File: config.mk
export PLATFORM = sky130hd
export DESIGN_NAME = trimmed_mean_of_set
export DESIGN_NICKNAME = d
export VERILOG_FILES = /design/src/hdl/tmos_pkg.sv /design/src/hdl/trimmed_mean_of_set.sv
export SDC_FILE = /design/constraint.sdc
export NUM_CORES = 1
export LEC_CHECK = 0
export ABC_CLOCK_PERIOD_IN_PS = 12700
export BUFFER_PORTS_ARGS = -buffer_cell sky130_fd_sc_hd__buf_4
export CAP_MARGIN = 20
export CORE_AREA = 2 2 161 163
export CTS_CLUSTER_DIAMETER = 40
export DETAILED_ROUTE_END_ITERATION = 8
export DIE_AREA = 0 0 163 165
export PLACE_DENSITY = 0.9
export SLEW_MARGIN = 10
export SYNTH_ARGS = -nofsm -noshare
export SYNTH_HDL_FRONTEND = slang
export SYNTH_SLANG_ARGS = --single-unit
File: constraint.sdc
create_clock -name clk -period 12.7 [get_ports clk]
set_input_delay 1.27 -clock clk [delete_from_list [all_inputs] [get_ports clk]]
set_output_delay 1.27 -clock clk [all_outputs]
set_load 0.02 [all_outputs]
File: src/hdl/tmos_pkg.sv
// ----------------------------------------------------------------------------
// tmos_pkg: shared types and constants for the trimmed mean of a set
// Widths of the set statistics, the count limit, the floor reset value and
// the sequencer state encoding.
// ----------------------------------------------------------------------------
package tmos_pkg;

  localparam int unsigned VALUE_W   = 32;  // Q16.16 sample and result
  localparam int unsigned FLOOR_W   = 16;  // floor register, fraction part only
  localparam int unsigned CNT_W     = 8;   // qualifying count
  localparam int unsigned SUM_W     = 40;  // running sum of up to 255 samples
  localparam int unsigned REM_W     = CNT_W + 1;  // divider partial remainder
  localparam int unsigned STEP_W    = 6;   // divider step counter
  localparam int unsigned IN_DATA_W  = 32;
  localparam int unsigned OUT_DATA_W = 40;

  localparam logic [CNT_W-1:0]   COUNT_LIMIT = 8'd255;
  localparam logic [FLOOR_W-1:0] FLOOR_RESET = 16'd66;
  localparam logic [STEP_W-1:0]  DIV_LAST_STEP = STEP_W'(SUM_W - 1);
  localparam logic [CNT_W-1:0]   TRIM_MIN_CNT = 8'd3;

  // Sequencer states
  typedef enum logic [2:0] {
    ST_ACCUM,     // take samples, one per cycle
    ST_TRIM_MIN,  // sum minus minimum
    ST_TRIM_MAX,  // minus maximum
    ST_DIV,       // one quotient bit per cycle
    ST_DONE       // hand result to the output register
  } tmos_state_t;

endpackage

File: src/hdl/trimmed_mean_of_set.sv
// ----------------------------------------------------------------------------
// trimmed_mean_of_set: Olympic average of a set of Q16.16 samples
// Keeps count, minimum, maximum and sum of qualifying samples; on the last
// sample of a set with three or more removes one minimum and one maximum with
// a shared subtractor and divides by count - 2 under a small sequencer.
//
//  Channel  Dir  Fields (low bit up)                           Transfer
//  in_      in   tdata: value[31:0]; tuser: is_valid; tlast    tvalid & tready
//  out_     out  tdata: canonical_value[31:0],                 tvalid & tready
//                       qualified_count[39:32]
//  cfg_     in   wr_data: floor_value[15:0]                    wr_en
//
//  With at most two qualifying samples, a last sample yields the minimum (the
//  floor if none qualified) and goes straight to the done state; else the sum
//  takes two passes through the 40-bit subtractor, then one restoring-division
//  step per quotient bit. The done state moves the result into the output
//  register once free, to wait for out_tready; the next set may stream in.
//  Reset is synchronous, active low, and clears the set and sets the floor
//  to 66 (about 0.001).
// ----------------------------------------------------------------------------
module trimmed_mean_of_set (
  input  logic                           clk,
  input  logic                           rst_n,
  // input stream
  input  logic                           in_tvalid,
  output logic                           in_tready,
  input  logic [tmos_pkg::IN_DATA_W-1:0] in_tdata,   // value[31:0]
  input  logic                           in_tuser,   // is_valid
  input  logic                           in_tlast,   // last
  // result stream
  output logic                           out_tvalid,
  input  logic                           out_tready,
  output logic [tmos_pkg::OUT_DATA_W-1:0] out_tdata, // canonical_value[31:0],
                                                     // qualified_count[39:32]
  // configuration
  input  logic                           cfg_wr_en,
  input  logic [tmos_pkg::FLOOR_W-1:0]   cfg_wr_data // floor_value[15:0]
);
  import tmos_pkg::*;

  tmos_state_t          state_r, state_nxt;
  logic [FLOOR_W-1:0]   floor_r;
  logic [CNT_W-1:0]     count_r, count_nxt;
  logic [VALUE_W-1:0]   min_r, min_nxt;
  logic [VALUE_W-1:0]   max_r, max_nxt;
  logic [SUM_W-1:0]     sum_r, sum_nxt;
  logic [SUM_W-1:0]     quo_r, quo_nxt;
  logic [REM_W-1:0]     rem_r, rem_nxt;
  logic [STEP_W-1:0]    step_r, step_nxt;
  logic [VALUE_W-1:0]   res_r, res_nxt;
  logic                 out_valid_r, out_valid_nxt;
  logic [OUT_DATA_W-1:0] out_data_r, out_data_nxt;

  logic [VALUE_W-1:0]   in_value;
  logic                 in_xfer;
  logic                 qualifies;
  logic [SUM_W-1:0]     sub_a, sub_diff;
  logic [VALUE_W-1:0]   sub_b;
  logic [CNT_W-1:0]     divisor;
  logic [REM_W-1:0]     rem_shift, rem_diff;
  logic                 rem_ge;

  assign in_value  = in_tdata[VALUE_W-1:0];
  assign in_tready = (state_r == ST_ACCUM);
  assign in_xfer   = in_tvalid && in_tready;
  assign qualifies = in_tuser && (in_value >= {{(VALUE_W-FLOOR_W){1'b0}}, floor_r});

  // Shared trim subtractor
  assign sub_a    = (state_r == ST_TRIM_MIN) ? sum_r : quo_r;
  assign sub_b    = (state_r == ST_TRIM_MIN) ? min_r : max_r;
  assign sub_diff = sub_a - {{(SUM_W-VALUE_W){1'b0}}, sub_b};

  // Restoring division step
  assign divisor   = count_r - CNT_W'(2);
  assign rem_shift = {rem_r[REM_W-2:0], quo_r[SUM_W-1]};
  assign rem_ge    = (rem_shift >= {1'b0, divisor});
  assign rem_diff  = rem_shift - {1'b0, divisor};

  // Sequencer and datapath next state
  always_comb begin
    state_nxt     = state_r;
    count_nxt     = count_r;
    min_nxt       = min_r;
    max_nxt       = max_r;
    sum_nxt       = sum_r;
    quo_nxt       = quo_r;
    rem_nxt       = rem_r;
    step_nxt      = step_r;
    res_nxt       = res_r;
    out_valid_nxt = out_valid_r;
    out_data_nxt  = out_data_r;

    // drop the result once the sink takes it
    if (out_valid_r && out_tready) begin
      out_valid_nxt = 1'b0;
    end

    case (state_r)
      ST_ACCUM: begin
        if (in_xfer) begin
          // fold in a qualifying sample until the count saturates
          if (qualifies && (count_r != COUNT_LIMIT)) begin
            count_nxt = count_r + CNT_W'(1);
            sum_nxt   = sum_r + {{(SUM_W-VALUE_W){1'b0}}, in_value};
            if (count_r == '0) begin
              min_nxt = in_value;
              max_nxt = in_value;
            end else begin
              if (in_value < min_r) min_nxt = in_value;
              if (in_value > max_r) max_nxt = in_value;
            end
          end
          if (in_tlast) begin
            if (count_nxt == '0) begin
              res_nxt   = {{(VALUE_W-FLOOR_W){1'b0}}, floor_r};
              state_nxt = ST_DONE;
            end else if (count_nxt < TRIM_MIN_CNT) begin
              res_nxt   = min_nxt;
              state_nxt = ST_DONE;
            end else begin
              state_nxt = ST_TRIM_MIN;
            end
          end
        end
      end
      ST_TRIM_MIN: begin
        quo_nxt   = sub_diff;
        state_nxt = ST_TRIM_MAX;
      end
      ST_TRIM_MAX: begin
        quo_nxt   = sub_diff;
        rem_nxt   = '0;
        step_nxt  = '0;
        state_nxt = ST_DIV;
      end
      ST_DIV: begin
        // shift in one quotient bit
        rem_nxt  = rem_ge ? rem_diff : rem_shift;
        quo_nxt  = {quo_r[SUM_W-2:0], rem_ge};
        step_nxt = step_r + STEP_W'(1);
        if (step_r == DIV_LAST_STEP) begin
          res_nxt   = {quo_r[VALUE_W-2:0], rem_ge};
          state_nxt = ST_DONE;
        end
      end
      ST_DONE: begin
        // load the output register when free, then clear the set
        if (!out_valid_r || out_tready) begin
          out_valid_nxt = 1'b1;
          out_data_nxt  = {count_r, res_r};
          count_nxt     = '0;
          min_nxt       = '0;
          max_nxt       = '0;
          sum_nxt       = '0;
          state_nxt     = ST_ACCUM;
        end
      end
      default: begin
        state_nxt = ST_ACCUM;
      end
    endcase
  end

  // Control and set state
  always_ff @(posedge clk) begin
    if (!rst_n) begin
      state_r     <= ST_ACCUM;
      floor_r     <= FLOOR_RESET;
      count_r     <= '0;
      min_r       <= '0;
      max_r       <= '0;
      sum_r       <= '0;
      out_valid_r <= 1'b0;
    end else begin
      state_r     <= state_nxt;
      count_r     <= count_nxt;
      min_r       <= min_nxt;
      max_r       <= max_nxt;
      sum_r       <= sum_nxt;
      out_valid_r <= out_valid_nxt;
      if (cfg_wr_en) begin
        floor_r <= cfg_wr_data;
      end
    end
  end

  // Divider and result payload
  always_ff @(posedge clk) begin
    quo_r      <= quo_nxt;
    rem_r      <= rem_nxt;
    step_r     <= step_nxt;
    res_r      <= res_nxt;
    out_data_r <= out_data_nxt;
  end

  assign out_tvalid = out_valid_r;
  assign out_tdata  = out_data_r;

endmodule

==> impl_metrics.yaml <==
power_and_ir_drop:
  report.power.total_mw: 2.54
  ir_drop_mv: 0.108
  p_per_area_nw_per_um2: 134
  p_leak_nw: 7.63
clocking:
  ctsHoldBuffers: 0
  insertion_delay_ns: 0.54
  cts_buffer_depth: 3
  cts_root_buf: "clkbuf_16"
  cts_tree: "done"
  cts-buffers-inserted: 38
  path_clk_slew_ns: 0.06
  ctsHtreeMaxLevel: 2
  cts.sinks: 258
  cts_setup_buffers: 0
  postCtsResizedCells: 0
floorplan:
  die_w_um: 163
  rows: 58
  die_y_um: 165
  die_area_sq_um: 26900
  initial_core_util: 0.666
  core_area_sq_um: 25000
  io-pin-count: 97
place:
  port_buffers: 96
  placedCellCount: 2134
  gp_congestion: 1.02
  dp_hpwl_um: 34600
sta:
  fin_skew_ns: 0.0246
  worstMarginPinSlew_ns: 1.08
  setup_tns_ns: 0
  relSlewSlack: 0.261
  grt_setup_unrepaired: "no"
  setup_viol: 0
  period_share: 0.406
  fmax_mhz: 194
  hold_violations: 0
  slew_viol_final: 0
  worst_hold_slack_ns: 0.404
  min_period_ns: 5.16
yosys:
  async_flop_share: 0
  yosys.cell_types.count: 90
  dominantRegCellSynth: "dfxtp_1"
  syn_inst: 1765
  ys_seq_elements: 258
  synth_most_common_cell: "ha_1"
  synth_top_area_frac: 0.227
  synth_common_cells: "ha_1, nor2_1, dfxtp_1, nand2_1, a21oi_1"
  mappedNetlistNets: 1979
  syn_area_per_cell_sq_um: 9.45
  yosysWarnings: 0
  synth_edf_count: 126
  synth_top_cells_by_area: "edfxtp_1, dfxtp_1, ha_1"
  synth_area_sq_um: 16700
  ys_seq_area_frac: 0.385
  synth_area_leader_cell: "edfxtp_1"
worst_setup_path:
  cp-end-kind: "flop"
  slowest_stage: "o221ai_1"
  crit_family: "compound AO/OA/AOI/OAI gates"
  cp_common_cell: "o31ai_1"
  worstSetupPathType: "flop to flop"
  path_buf_inv: 1
  cp.arrival_ns: 5.52
  slowest_delay_ns: 0.62
  worst_ep_required_time_ns: 13.07
  start_kind: "flop"
  cp_cell_sequence: "nor3b_4 > buf_4 > mux2_2 > ha_1 > fa_1 > nand2b_1 > a21oi_1 > o31ai_1 > a21boi_1 > o31ai_1 > o221ai_1 > nand4_1 > a21bo_2 > a31oi_1"
  path_max_fanout: 50
final_layout:
  final_cell_count_no_fill: 2204
  synthToLayoutAreaGrowth_pct: 13.4
  finish.utilization: 0.756
  multi_input_area_sq_um: 9490
  nets: 2058
  n_fill_cell: 1641
  drive_above_1_share: 0.137
  regArea_sq_um: 6430
  diodes: 0
drt:
  totalWireLength_um: 49000
  drc_errors: 0
  avgViaCountPerCell: 6.76
  drtIter0Drc: 1788
  firstDrtPassIters: 6
  dr_total_vias: 14900
  antenna_left: 0
  avgRoutedWirePerCell_um: 22.2
global_routing:
  grt_pass1_vias: 14400
  grt_pass1_wl_um: 76300
  antenna_found_initial: 1
  grt_overflow_total: 0
  grtUsageTotal: 0.363
  grt_max_degree: 58
worst_hold_path:
  hold_path.class: "flop to flop"
job:
  cap_violations: 0
run_status:
  status: "completed"
cells by family (layout without fill, tap and decap cells):
kind of cell	count (synthesis)	in the layout	share of synthesized area
AO/OA/AOI/OAI	505	505	0.200
buffers and inverters	181	290	0.0482
flip-flops	258	258	0.385
multiplexers	117	117	0.0740
AND/OR/NAND/NOR	474	474	0.135
XOR/XNOR	71	71	0.0373
adder cells (fa/ha/maj)	159	159	0.121
worst paths after layout:
path,start,end,slack [ns],depth (start not counted)
worst max-delay path,state_r[0],quo_r[32],7.54,14
worst min-delay path,res_r[22],out_tdata[22],0.40,0
worst max register to register,state_r[0],quo_r[32],7.54,14
worst min register to register,res_r[22],out_tdata[22],0.40,0
metrics by stage:
stage | area (sq um) | worst slack [ns]
2_1_floorplan | 16700 | 6.72
3_3_place_gp | 17600 | 7.71
3_5_place_dp | 17600 | 7.58
4_1_cts | 18900 | 7.68
5_1_grt | 18900 | 7.26
6_report | 18900 | 7.54
final cells by class:
class	instances	area share
clock inverter	24	0.0159
sequential	258	0.340
clock buffer	46	0.0552
multi-input combinational	1326	0.502
inverter	108	0.0214
timing repair buffer	112	0.0444
tap	330	0.0218
power breakdown:
| part | internal [mW] | switching [mW] | leakage [nW] |
|---|---|---|---|
| Clock | 0.682 | 0.423 | 0.650 |
| Sequential | 0.926 | 0.0357 | 2.24 |
| Combinational | 0.185 | 0.292 | 4.74 |
| Total | 1.79 | 0.751 | 7.63 |
placed cells by master, fill, tap and decap left out, types with 8 or more instances in the layout:
cell | netlist | routed
buf_4 | 5 | 112
and3_1 | 14 | 14
a22o_1 | 65 | 65
o22ai_1 | 8 | 8
nor4_1 | 9 | 9
nand2_1 | 131 | 131
o21ai_0 | 106 | 106
nand4_1 | 31 | 31
nand2b_1 | 18 | 18
xor2_1 | 37 | 37
nand3_1 | 30 | 30
nor2b_1 | 10 | 10
nor2_1 | 155 | 154
o31ai_1 | 15 | 15
o21bai_1 | 9 | 9
inv_1 | 107 | 106
mux2i_1 | 67 | 67
a22oi_1 | 8 | 8
o21ai_1 | 24 | 24
a211oi_1 | 12 | 11
ha_1 | 156 | 156
or3_1 | 11 | 11
nor3_1 | 28 | 26
o211ai_1 | 12 | 12
dfxtp_1 | 132 | 132
clkbuf_16 | 0 | 40
xnor2_1 | 34 | 34
edfxtp_1 | 126 | 126
a21oi_1 | 130 | 129
a21o_1 | 45 | 45
a31oi_1 | 17 | 17
mux2_2 | 48 | 48
sequential cells by signal, indices dropped and copies added (netlist names), 3 cells and up:
name       count
out_tdata     40
quo_r         40
sum_r         40
max_r         32
min_r         32
res_r         32
floor_r       16
count_r        8
rem_r          8
step_r         6
state_r        3
routing by layer:
layer	wire [um]	part of all wire	global-route usage
met1	19300	0.39	0.478
met2	21600	0.44	0.566
met3	5690	0.12	0.0794
met4	2440	0.050	0.180
met5	12	0.00024	0
No activity file was read; power rests on OpenSTA's default activity.
